<file path="config.mk">
export PLATFORM = sky130hd
export DESIGN_NAME = glyph_alpha_pixel_blend
export DESIGN_NICKNAME = d
export VERILOG_FILES = /design/src/rtl/gapb_pkg.sv /design/src/rtl/gapb_div_stage.sv /design/src/rtl/glyph_alpha_pixel_blend.sv
export SDC_FILE = /design/constraint.sdc
export NUM_CORES = 2
export LEC_CHECK = 0
export ABC_AREA = 0
export BUFFER_PORTS_ARGS = -buffer_cell sky130_fd_sc_hd__buf_2
export CORE_ASPECT_RATIO = 1.1
export CORE_UTILIZATION = 60
export DETAILED_ROUTE_END_ITERATION = 7
export PLACE_DENSITY = 0.74
export SYNTH_ARGS = -nofsm -noshare
export SYNTH_HDL_FRONTEND = slang
export SYNTH_SLANG_ARGS = --single-unit
</file>
<file path="constraint.sdc">
create_clock -name clock -period 15.3 [get_ports clock]
set_input_delay 1.53 -clock clock [delete_from_list [all_inputs] [get_ports clock]]
set_output_delay 1.53 -clock clock [all_outputs]
set_load 0.05 [all_outputs]
</file>
<file path="src/rtl/gapb_pkg.sv">
// ----------------------------------------------------------------------------
// gapb_pkg: shared types and helpers for the glyph alpha pixel blender
// Word formats, blend mode codes, register indexes, pipeline stage numbering
// and the small arithmetic helpers that the datapath modules share.
// ----------------------------------------------------------------------------
package gapb_pkg;

   // Word formats of the two streaming channels.
   typedef struct packed {
      logic [7:0]  coverage;
      logic [31:0] dest_pixel;
   } gapb_req_type;

   typedef struct packed {
      logic [31:0] new_pixel;
      logic        pixel_written;
   } gapb_rsp_type;

   // Blend modes.
   localparam logic [1:0] MODE_TRANSPARENT = 2'd0;
   localparam logic [1:0] MODE_OPAQUE      = 2'd1;
   localparam logic [1:0] MODE_ALPHA       = 2'd2;
   localparam logic [1:0] MODE_SHADOW      = 2'd3;

   // Register indexes, taken from paddr[3:2].
   localparam int          CSR_ADDR_W     = 4;
   localparam logic [1:0] REG_BLEND_MODE = 2'd0;
   localparam logic [1:0] REG_FORE_COLOR = 2'd1;
   localparam logic [1:0] REG_BACK_COLOR = 2'd2;

   // Pixel masks.
   localparam logic [31:0] MASK_A    = 32'hff00_0000;
   localparam logic [31:0] MASK_HALF = 32'h007f_7f7f;
   localparam logic [7:0]  FULL      = 8'd255;

   // The rescale divider produces an 8-bit quotient, two bits per stage.
   localparam int QUO_W              = 8;
   localparam int DIV_BITS_PER_STAGE = 2;
   localparam int DIV_STAGES         = QUO_W / DIV_BITS_PER_STAGE;

   // Pipeline stage numbering.
   localparam int STAGE_IN   = 0;
   localparam int STAGE_PROD = 1;
   localparam int STAGE_NA   = 2;
   localparam int STAGE_DIV0 = 3;
   localparam int STAGE_MIX  = STAGE_DIV0 + DIV_STAGES;
   localparam int STAGE_OUT  = STAGE_MIX + 1;
   localparam int NUM_STAGES = STAGE_OUT + 1;

   // Partial state of the restoring divider as it moves down the stages.
   typedef struct packed {
      logic [7:0] rem;
      logic [7:0] quo;
      logic [7:0] num_lo;
      logic [7:0] divisor;
   } gapb_div_type;

   // floor(x / 255), exact for every x up to 255 * 255.
   function automatic logic [7:0] div_by_255(input logic [15:0] x);
      logic [16:0] s;
      s = {1'b0, x} + 17'(x[15:8]) + 17'd1;
      return s[15:8];
   endfunction

   // One restoring division step: returns the quotient bit above the new remainder.
   function automatic logic [8:0] div_step(input logic [7:0] rem, input logic nbit,
                                           input logic [7:0] divisor);
      logic [8:0] t;
      logic       q;
      t = {rem, nbit};
      q = (t >= {1'b0, divisor});
      if (q) begin
         t = t - {1'b0, divisor};
      end
      return {q, t[7:0]};
   endfunction

   // d * (255 - a) + s * a for one 8-bit channel.
   function automatic logic [15:0] mix_chan(input logic [7:0] d, input logic [7:0] s,
                                            input logic [7:0] a);
      return 16'(d) * 16'(FULL - a) + 16'(s) * 16'(a);
   endfunction

endpackage

</file>
<file path="src/rtl/gapb_div_stage.sv">
// ----------------------------------------------------------------------------
// gapb_div_stage: one register stage of the coverage rescale divider
// Runs two restoring division steps on the carried partial state and
// registers the result when the stage is allowed to advance.
// ----------------------------------------------------------------------------
module gapb_div_stage (
   input  logic                  clock,
   input  logic                  enable,
   input  gapb_pkg::gapb_div_type step_src,
   output gapb_pkg::gapb_div_type step_dst
);
   import gapb_pkg::*;

   gapb_div_type div_in;
   gapb_div_type div_ff;
   logic [8:0]   step_res;

   always_comb begin
      div_in   = step_src;
      step_res = '0;
      for (int i = 0; i < DIV_BITS_PER_STAGE; i++) begin
         step_res       = div_step(div_in.rem, div_in.num_lo[7], div_in.divisor);
         div_in.rem     = step_res[7:0];
         div_in.quo     = {div_in.quo[6:0], step_res[8]};
         div_in.num_lo  = {div_in.num_lo[6:0], 1'b0};
      end
   end

   always_ff @(posedge clock) begin
      if (enable) begin
         div_ff <= div_in;
      end
   end

   assign step_dst = div_ff;

endmodule

</file>
<file path="src/rtl/glyph_alpha_pixel_blend.sv">
// ----------------------------------------------------------------------------
// glyph_alpha_pixel_blend: ARGB8888 glyph coverage blender
// Blends one glyph coverage byte into one destination pixel per word under
// the configured transparent, opaque, alpha or shadow mode.
// ----------------------------------------------------------------------------
// The block takes one word per clock and returns one result word per clock
// while the result side does not stall. Every word passes through nine
// register stages on its way to rsp_valid; the length is set by
// the transparent-mode path, which forms the composed alpha with an 8x8
// multiply and a divide by 255, then rescales the coverage through a
// restoring divider that resolves two quotient bits per stage over four
// stages, and finally mixes the three colour channels. Each stage has its
// own valid bit and advances whenever the stage after it is free, so empty
// slots close up while the result side stalls and new words keep being
// accepted until the pipeline is full. The configuration registers are
// written through the APB port and read directly by the stages, so they must
// only be changed while no word is in flight.
// ----------------------------------------------------------------------------
module glyph_alpha_pixel_blend (
   input  logic                                 clock,
   input  logic                                 reset,
   // Input word channel.
   input  logic                                 req_valid,
   output logic                                 req_ready,
   input  gapb_pkg::gapb_req_type               req_data,
   // Result word channel.
   output logic                                 rsp_valid,
   input  logic                                 rsp_ready,
   output gapb_pkg::gapb_rsp_type               rsp_data,
   // Configuration port.
   input  logic                                 psel,
   input  logic                                 penable,
   input  logic                                 pwrite,
   input  logic [gapb_pkg::CSR_ADDR_W-1:0]      paddr,
   input  logic [31:0]                          pwdata,
   output logic [31:0]                          prdata,
   output logic                                 pready
);
   import gapb_pkg::*;

   // ---------------------------------------------------------------------
   // Configuration registers. A write lands in the access phase; the low
   // two address bits are ignored and index three holds nothing.
   // ---------------------------------------------------------------------
   logic [1:0]  mode_ff, mode_in;
   logic [31:0] fore_ff, fore_in;
   logic [31:0] back_ff, back_in;
   logic        csr_write;

   assign pready    = 1'b1;
   assign csr_write = psel && penable && pwrite;

   always_comb begin
      mode_in = mode_ff;
      fore_in = fore_ff;
      back_in = back_ff;
      if (csr_write) begin
         unique case (paddr[3:2])
            REG_BLEND_MODE: mode_in = pwdata[1:0];
            REG_FORE_COLOR: fore_in = pwdata;
            REG_BACK_COLOR: back_in = pwdata;
            default:        ;
         endcase
      end
   end

   always_ff @(posedge clock) begin
      if (reset) begin
         mode_ff <= MODE_TRANSPARENT;
         fore_ff <= '0;
         back_ff <= '0;
      end else begin
         mode_ff <= mode_in;
         fore_ff <= fore_in;
         back_ff <= back_in;
      end
   end

   always_comb begin
      unique case (paddr[3:2])
         REG_BLEND_MODE: prdata = 32'(mode_ff);
         REG_FORE_COLOR: prdata = fore_ff;
         REG_BACK_COLOR: prdata = back_ff;
         default:        prdata = '0;
      endcase
   end

   // ---------------------------------------------------------------------
   // Pipeline control. A stage may load when it is empty or when the stage
   // after it loads too; the output stage frees up when the result is taken.
   // ---------------------------------------------------------------------
   logic [NUM_STAGES-1:0] valid_ff, valid_in;
   logic [NUM_STAGES-1:0] stage_en;

   always_comb begin
      stage_en[NUM_STAGES-1] = !valid_ff[NUM_STAGES-1] || rsp_ready;
      for (int k = NUM_STAGES - 2; k >= 0; k--) begin
         stage_en[k] = !valid_ff[k] || stage_en[k+1];
      end
      valid_in = valid_ff;
      for (int k = 0; k < NUM_STAGES; k++) begin
         if (stage_en[k]) begin
            valid_in[k] = (k == 0) ? req_valid : valid_ff[(k == 0) ? 0 : k - 1];
         end
      end
   end

   always_ff @(posedge clock) begin
      if (reset) begin
         valid_ff <= '0;
      end else begin
         valid_ff <= valid_in;
      end
   end

   assign req_ready = stage_en[STAGE_IN];

   // Coverage and destination pixel travel alongside up to the mix stage.
   gapb_req_type ctx_ff [STAGE_MIX];

   always_ff @(posedge clock) begin
      if (stage_en[STAGE_IN]) begin
         ctx_ff[STAGE_IN] <= req_data;
      end
   end

   for (genvar k = 1; k < STAGE_MIX; k++) begin : g_ctx
      always_ff @(posedge clock) begin
         if (stage_en[k]) begin
            ctx_ff[k] <= ctx_ff[k-1];
         end
      end
   end

   // ---------------------------------------------------------------------
   // Transparent alpha: (255 - c) * (255 - da), then na = 255 - that / 255.
   // ---------------------------------------------------------------------
   logic [15:0]  prod_ff, prod_in;
   gapb_div_type div_init_ff, div_init_in;
   logic [15:0]  cov_scaled;
   logic [7:0]   na_value;

   assign prod_in = 16'(FULL - ctx_ff[STAGE_IN].coverage)
                  * 16'(FULL - ctx_ff[STAGE_IN].dest_pixel[31:24]);

   always_ff @(posedge clock) begin
      if (stage_en[STAGE_PROD]) begin
         prod_ff <= prod_in;
      end
   end

   // The divider computes floor(c * 255 / na). Since na is never below c,
   // the top byte of the dividend is already below na and the quotient fits
   // in eight bits, so the clamp at 255 never acts.
   always_comb begin
      cov_scaled          = {ctx_ff[STAGE_PROD].coverage, 8'd0}
                          - 16'(ctx_ff[STAGE_PROD].coverage);
      na_value            = FULL - div_by_255(prod_ff);
      div_init_in.rem     = cov_scaled[15:8];
      div_init_in.quo     = '0;
      div_init_in.num_lo  = cov_scaled[7:0];
      div_init_in.divisor = na_value;
   end

   always_ff @(posedge clock) begin
      if (stage_en[STAGE_NA]) begin
         div_init_ff <= div_init_in;
      end
   end

   // ---------------------------------------------------------------------
   // Coverage rescale divider.
   // ---------------------------------------------------------------------
   gapb_div_type div_chain [DIV_STAGES + 1];

   assign div_chain[0] = div_init_ff;

   for (genvar g = 0; g < DIV_STAGES; g++) begin : g_div
      gapb_div_stage u_div_stage (
         .clock    (clock),
         .enable   (stage_en[STAGE_DIV0 + g]),
         .step_src (div_chain[g]),
         .step_dst (div_chain[g+1])
      );
   end

   // ---------------------------------------------------------------------
   // Mix stage: choose operands by mode and form the per-channel sums
   // d * (255 - a) + s * a. Full and empty coverage take a direct result.
   // ---------------------------------------------------------------------
   gapb_req_type ctx_mix;
   logic [31:0]  half_pixel;
   logic [23:0]  mix_d, mix_s;
   logic [7:0]   mix_a;
   logic [7:0]   alpha_in, alpha_ff;
   logic [31:0]  direct_in, direct_ff;
   logic         use_mix_in, use_mix_ff;
   logic         written_in, written_ff;
   logic [15:0]  sum_in [3];
   logic [15:0]  sum_ff [3];

   assign ctx_mix    = ctx_ff[STAGE_MIX-1];
   assign half_pixel = (ctx_mix.dest_pixel >> 1) & MASK_HALF;

   always_comb begin
      mix_d      = ctx_mix.dest_pixel[23:0];
      mix_s      = fore_ff[23:0];
      mix_a      = ctx_mix.coverage;
      alpha_in   = ctx_mix.dest_pixel[31:24];
      direct_in  = ctx_mix.dest_pixel;
      use_mix_in = 1'b0;
      written_in = 1'b1;
      unique case (mode_ff)
         MODE_TRANSPARENT: begin
            if (ctx_mix.coverage == '0) begin
               written_in = 1'b0;
            end else if (ctx_mix.coverage == FULL) begin
               direct_in = fore_ff | MASK_A;
            end else begin
               use_mix_in = 1'b1;
               alpha_in   = div_chain[DIV_STAGES].divisor;
               mix_a      = div_chain[DIV_STAGES].quo;
            end
         end
         MODE_OPAQUE: begin
            if (ctx_mix.coverage == '0) begin
               direct_in = back_ff;
            end else if (ctx_mix.coverage == FULL) begin
               direct_in = {back_ff[31:24], fore_ff[23:0]};
            end else begin
               use_mix_in = 1'b1;
               alpha_in   = back_ff[31:24];
               mix_d      = back_ff[23:0];
            end
         end
         MODE_ALPHA: begin
            direct_in = {ctx_mix.coverage, fore_ff[23:0]};
         end
         MODE_SHADOW: begin
            if (ctx_mix.coverage == '0) begin
               written_in = 1'b0;
            end else if (ctx_mix.coverage == FULL) begin
               direct_in = half_pixel;
            end else begin
               use_mix_in = 1'b1;
               mix_s      = half_pixel[23:0];
            end
         end
         default: ;
      endcase
      for (int ch = 0; ch < 3; ch++) begin
         sum_in[ch] = mix_chan(mix_d[8*ch +: 8], mix_s[8*ch +: 8], mix_a);
      end
   end

   always_ff @(posedge clock) begin
      if (stage_en[STAGE_MIX]) begin
         alpha_ff   <= alpha_in;
         direct_ff  <= direct_in;
         use_mix_ff <= use_mix_in;
         written_ff <= written_in;
         sum_ff     <= sum_in;
      end
   end

   // ---------------------------------------------------------------------
   // Output stage: divide each channel sum by 255 and assemble the pixel.
   // ---------------------------------------------------------------------
   gapb_rsp_type out_ff, out_in;

   always_comb begin
      out_in.pixel_written = written_ff;
      if (use_mix_ff) begin
         out_in.new_pixel = {alpha_ff, div_by_255(sum_ff[2]), div_by_255(sum_ff[1]),
                             div_by_255(sum_ff[0])};
      end else begin
         out_in.new_pixel = direct_ff;
      end
   end

   always_ff @(posedge clock) begin
      if (stage_en[STAGE_OUT]) begin
         out_ff <= out_in;
      end
   end

   assign rsp_valid = valid_ff[STAGE_OUT];
   assign rsp_data  = out_ff;

   // ---------------------------------------------------------------------
   // Assertions.
   // ---------------------------------------------------------------------
   logic partial_na;
   logic partial_quo;

   assign partial_na  = valid_ff[STAGE_NA] && (mode_ff == MODE_TRANSPARENT)
                     && (ctx_ff[STAGE_NA].coverage != '0)
                     && (ctx_ff[STAGE_NA].coverage != FULL);
   assign partial_quo = valid_ff[STAGE_MIX-1] && (mode_ff == MODE_TRANSPARENT)
                     && (ctx_mix.coverage != '0) && (ctx_mix.coverage != FULL);

   // The composed alpha never drops below the coverage, so the divisor is nonzero.
   assert property (@(posedge clock) disable iff (reset)
      partial_na |-> (div_init_ff.divisor >= ctx_ff[STAGE_NA].coverage))
      else $error("composed alpha below coverage");

   // After the last divider stage the remainder is below the divisor.
   assert property (@(posedge clock) disable iff (reset)
      partial_quo |-> (div_chain[DIV_STAGES].rem < div_chain[DIV_STAGES].divisor))
      else $error("divider remainder out of range");

   // A word in the mix stage moves on to the output when the output may load.
   assert property (@(posedge clock) disable iff (reset)
      (valid_ff[STAGE_MIX] && stage_en[STAGE_OUT]) |=> valid_ff[STAGE_OUT])
      else $error("word lost between mix and output stages");

   // Only the transparent and shadow modes leave a pixel untouched.
   assert property (@(posedge clock) disable iff (reset)
      (rsp_valid && !rsp_data.pixel_written)
         |-> ((mode_ff == MODE_TRANSPARENT) || (mode_ff == MODE_SHADOW)))
      else $error("pixel left untouched in a writing mode");

endmodule

</file>
Yosys cells after proc, flatten, opt, wreduce, memory -nomap -nowiden. Memory sizes are Yosys's and may differ from the RTL's. Cells that the tools add are included.

Register bits: 326. Bits in latches: 0. Memory bits (writable): 280. Memory bits (read-only): 0. Input port bits: 83. Logic and storage cells: 160. Memories: 1.

$add $sub $neg: 23. Multipliers: 7. Div/mod/pow operators: 0. Order comparisons: 8. Equal/unequal tests: 6. Shift-type cells: 0. Multiplexer cells: 46. Bitwise operators: 1. Reduce and logical (&&, ||, !) cells: 29.

Memory list: ctx_ff (depth 7, bits a word 40, rd ports 7, clocked after memory_dff 0, wr ports 7, line glyph_alpha_pixel_blend.sv:119) `gapb_req_type ctx_ff [STAGE_MIX];`.

Operators by type and width (count): 32-bit two-way mux (7); 24-bit two-way mux (6); 32-bit one-hot mux with 4 select lines (1); 8-bit two-way mux (14); 32-bit one-hot mux with 3 select lines (1); 9-bit by 8-bit greater-or-equal comparator with 1-bit output (8); 16-bit by 1-bit adder with 16-bit output (second input constant) (4); 16-bit by 8-bit adder with 16-bit output (4); 8-bit subtractor (7); 16-bit adder (3); 8-bit by 8-bit multiplier with 16-bit output (3); 8-bit by 16-bit multiplier with 16-bit output (2); 9-bit by 9-bit multiplier with 16-bit output (2); 8-bit by 8-bit subtractor with 9-bit output (first input constant) (3); 1-bit two-way mux (16); 8-bit one-hot mux with 2 select lines (1); 16-bit by 8-bit subtractor with 16-bit output (1); 1-bit logical NOT (9); 1-bit logical OR (9); 8-bit equality test (second input constant) (1); 8-bit logical NOT (1); 8-bit subtractor (first input constant) (1); 2-bit equality test (second input constant) (3); 2-bit AND reduction (3); other kinds (6) (10).

Longest topological paths before layout.
Depth in word-level cells: 12. Gate-level depth with buffers: 29.

Modules after synthesis. From an unflattened synthesis, not the netlist that was laid out.

Cell total of the unflattened synthesis: 3844. Area, all modules: 43296.5 µm².

Modules (own cells, without submodules): glyph_alpha_pixel_blend (times used 1, cells an instance 3212, area each 35494.0 µm²); gapb_div_stage (times used 4, cells an instance 158, area each 1950.6 µm²).

Worst setup path before layout. OpenSTA, ideal clock, no wires.

Path kind: reg-to-reg. Start: memory ctx_ff[6][36] (netlist bit). End: register sum_ff[46] (netlist bit) (data pin). Setup time: 0.265 ns. Arrival time: 6.803 ns. Setup slack: 8.232 ns. Stages on the path, launching flop included: 25. Clock period less this slack: 7.068 ns. Cell sequence: edfxtp_1 or4_1 nor2_1 nor2_1 nand2_2 buf_2 mux2_2 nand2_1 fa_1 fa_1 inv_1 fa_1 fa_1 fa_1 inv_1 fa_1 inv_1 ha_1 or2_2 a21oi_1 a31oi_1 a221o_1 a211oi_1 o21ai_0 xor2_1.

RTL lines: start, declared (line glyph_alpha_pixel_blend.sv:119); end signal, assigned (line glyph_alpha_pixel_blend.sv:262) `sum_ff <= sum_in;`; end, declared (line glyph_alpha_pixel_blend.sv:200) `logic [15:0] sum_ff [3];`.

==> impl_metrics.ini <==
[logic_synthesis]
synth_top_area_frac = 0.386
syn_inst = 3733
synth_area_um2 = 41000
netlist.top_cell.by_area = edfxtp_1
syn_area_per_cell_um2 = 11.0
seq_area_frac_synth = 0.423
ys.warnings.count = 0
async_flop_share = 0
synth_area_leaders = edfxtp_1, fa_1, ha_1
ys_ff_latch = 602
yosysUniqueCellTypes = 75
ys.flop_type = edfxtp_1
synth_edf_count = 527

[clock_network]
clk_latency_ps = 650
clockBufferDepth = 3
postCtsSetupBuffers = 0
htree_levels = 2
cts.sinks = 602
tritoncts = built
cts_hold_buf = 0
clkTransAtPathRegs_ps = 60
cts_made_buffers = 58
cts_root_buf = clkbuf_16
ctsResizeCount = 0

[global_routing]
grt_max_degree = 76
grt_pass1_vias = 27902
antenna_found_initial = 9
grt_usage = 0.281
grt_pass1_wl_um = 151000
grt.overflow.total = 0

[setup_path]
reg2reg_slack_ps = 6950
crit_type = reg2reg
worstReg2RegEnd = sum_ff[46]
cp-start-kind = register
endpoint = sum_ff[46]
critPathLaunch = ctx_ff[6][36]
critPathMaxFanout = 27
cp-end-kind = register
r2r_cells = 24
worstPathArrival_ps = 8730
worstPathRequired_ps = 15690
timing.rr.start = ctx_ff[6][36]

[timing]
period_share = 0.546
hold_viol = 0
max_freq_mhz = 120
setup_tns_ps = 0
fin_crit_ps = 8350
skew_ps = 33.3
worstMarginPinSlew_ps = 1160
slew-limit-headroom = 0.227
setup_viol = 0
rsz0062_at_grt = false
finalWorstSetupSlack_ps = 6950
slew_violations = 0

[min_path]
hp-start = ctx_ff[2][29]
hp-class = reg2reg

[power_and_ir_drop]
vdd_drop_max_mv = 0.233
power.density_nw_per_um2 = 236
p_switching_mw = 4.49
p_comb_frac = 0.618
seq_power_share = 0.250
p_sw_frac = 0.428
leakage_nw = 19.9
internal-power_mw = 6.01
clockPowerShare = 0.132

[finish]
layout_common_cells = edfxtp_1, inv_1, nand2_1
area.growth.synth_to_final_pct = 8.65
instances_no_fill = 4782
multiInputGateArea_um2 = 21200
finalNetCount = 4606
layout_commonest_cell = edfxtp_1
nFillCells = 5150
drive_gt1_frac = 0.109
seq_area_um2 = 17300

[outcome]
outcome = finished clean

[floorplanning]
rows = 100
core-area_um2 = 67600
io_pins = 151
die-area_um2 = 69300
die_h_um = 276
floorplan.initialDensity = 0.606
die_x_um = 251

[route]
vias = 27392
drcViolationCount = 0
vias_per_cell = 5.73
drt_first_iter_violations = 2209
wl_per_cell_um = 19.8
ant_nets = 0
wl_um = 94700
dr.pass1.iters = 8

[placement]
io_buffers = 147
gp_congestion = 0.926
place_ws_ps = 7080
placed_cells = 4669
hpwlAfterDp_um = 69800

[run]
maxCapViolCount = 0
power groups by stage:
stage          Sequential [mW]  Combinational, mW  Clock (mW)
2_1_floorplan             2.71               5.03           0
3_3_place_gp              2.65               6.29           0
3_5_place_dp              2.65               6.45           0
4_1_cts                   2.62               6.50        1.41
5_1_grt                   2.65               7.39        1.47
6_report                  2.62               6.49        1.38
worst min path at each step:
stage                                to  slack [ps]  cells after the start
final                     ctx_ff[3][29]         410                      0
after global routing      ctx_ff[1][14]         420                      0
after CTS                 ctx_ff[4][10]         410                      0
after detailed placement  ctx_ff[1][23]         400                      0
after global placement    ctx_ff[2][28]         400                      0
after floorplan            ctx_ff[1][0]         400                      0
logic make-up (layout without fill, tap and decap cells):
family                   count (synthesis)  count (layout)  share of synthesized area
AND/OR/NAND/NOR                       1050            1050                      0.110
adder cells (fa/ha/maj)                661             661                      0.263
buffers and inverters                  643             821                     0.0609
flip-flops                             602             602                      0.423
AO/OA/AOI/OAI                          555             555                     0.0883
XOR/XNOR                               118             118                     0.0252
multiplexers                           102             102                     0.0295
other                                    2               6                   0.000183
worst max-delay path, cell delays in order, from the launching register on:
cell	delay [ps]
edfxtp_1	480
or4_1	620
or2_1	250
buf_4	230
and3_2	630
mux2i_1	760
nor2_1	160
fa_1	560
inv_1	50
fa_1	530
inv_1	50
fa_1	520
fa_1	440
fa_1	490
inv_1	50
fa_1	470
inv_1	40
ha_1	310
or2_2	300
a21oi_1	150
a31oi_1	70
a221o_1	360
a211oi_1	270
o21ai_0	150
xor2_1	150
cell type report:
type                       instances  area share
antenna                            3    0.000169
clock buffer                      74      0.0349
clock inverter                    36     0.00666
inverter                         520      0.0439
multi-input combinational       2489       0.477
sequential                       602       0.389
tap                              867      0.0244
timing repair buffer             191      0.0240
Yosys cell counts, drive strengths merged (36+ instances only):
cell type	count
a21oi	196
buf	41
clkbuf	82
dfxtp	75
edfxtp	527
fa	331
ha	330
inv	520
mux2	51
mux2i	51
nand2	417
nor2	399
o21a	36
o21ai	83
or2	55
xnor2	74
xor2	44
metal layers:
layer	GRT usage	routed length [µm]	up-vias
met5	0	87	-
met4	0.102	3480	12
met3	0.0491	7140	202
met2	0.478	46900	968
met1	0.362	37100	13369
li1	-	-	12841
registers in the layout (all words and copies together) (netlist names):
name and count:
div_chain 24, valid_ff 9, mode_ff 2, direct_ff 32, fore_ff 32, prod_ff 16
alpha_ff 8, sum_ff 48, back_ff 32, written_ff 1, use_mix_ff 1, ctx_ff 276
rsp_data 33, g_div.u_div_stage.step_dst 88
per-stage QoR:
step	area (µm²)	utilization	power (mW)	hold WS (ps)
floorplan	41000	-	7.74	400
global placement	42600	0.631	8.94	400
detailed placement	42600	0.631	9.11	405
CTS	44500	0.658	10.5	414
global route	44500	0.658	11.5	421
finish	44500	0.659	10.5	413
(Power assumes the default switching activity.)
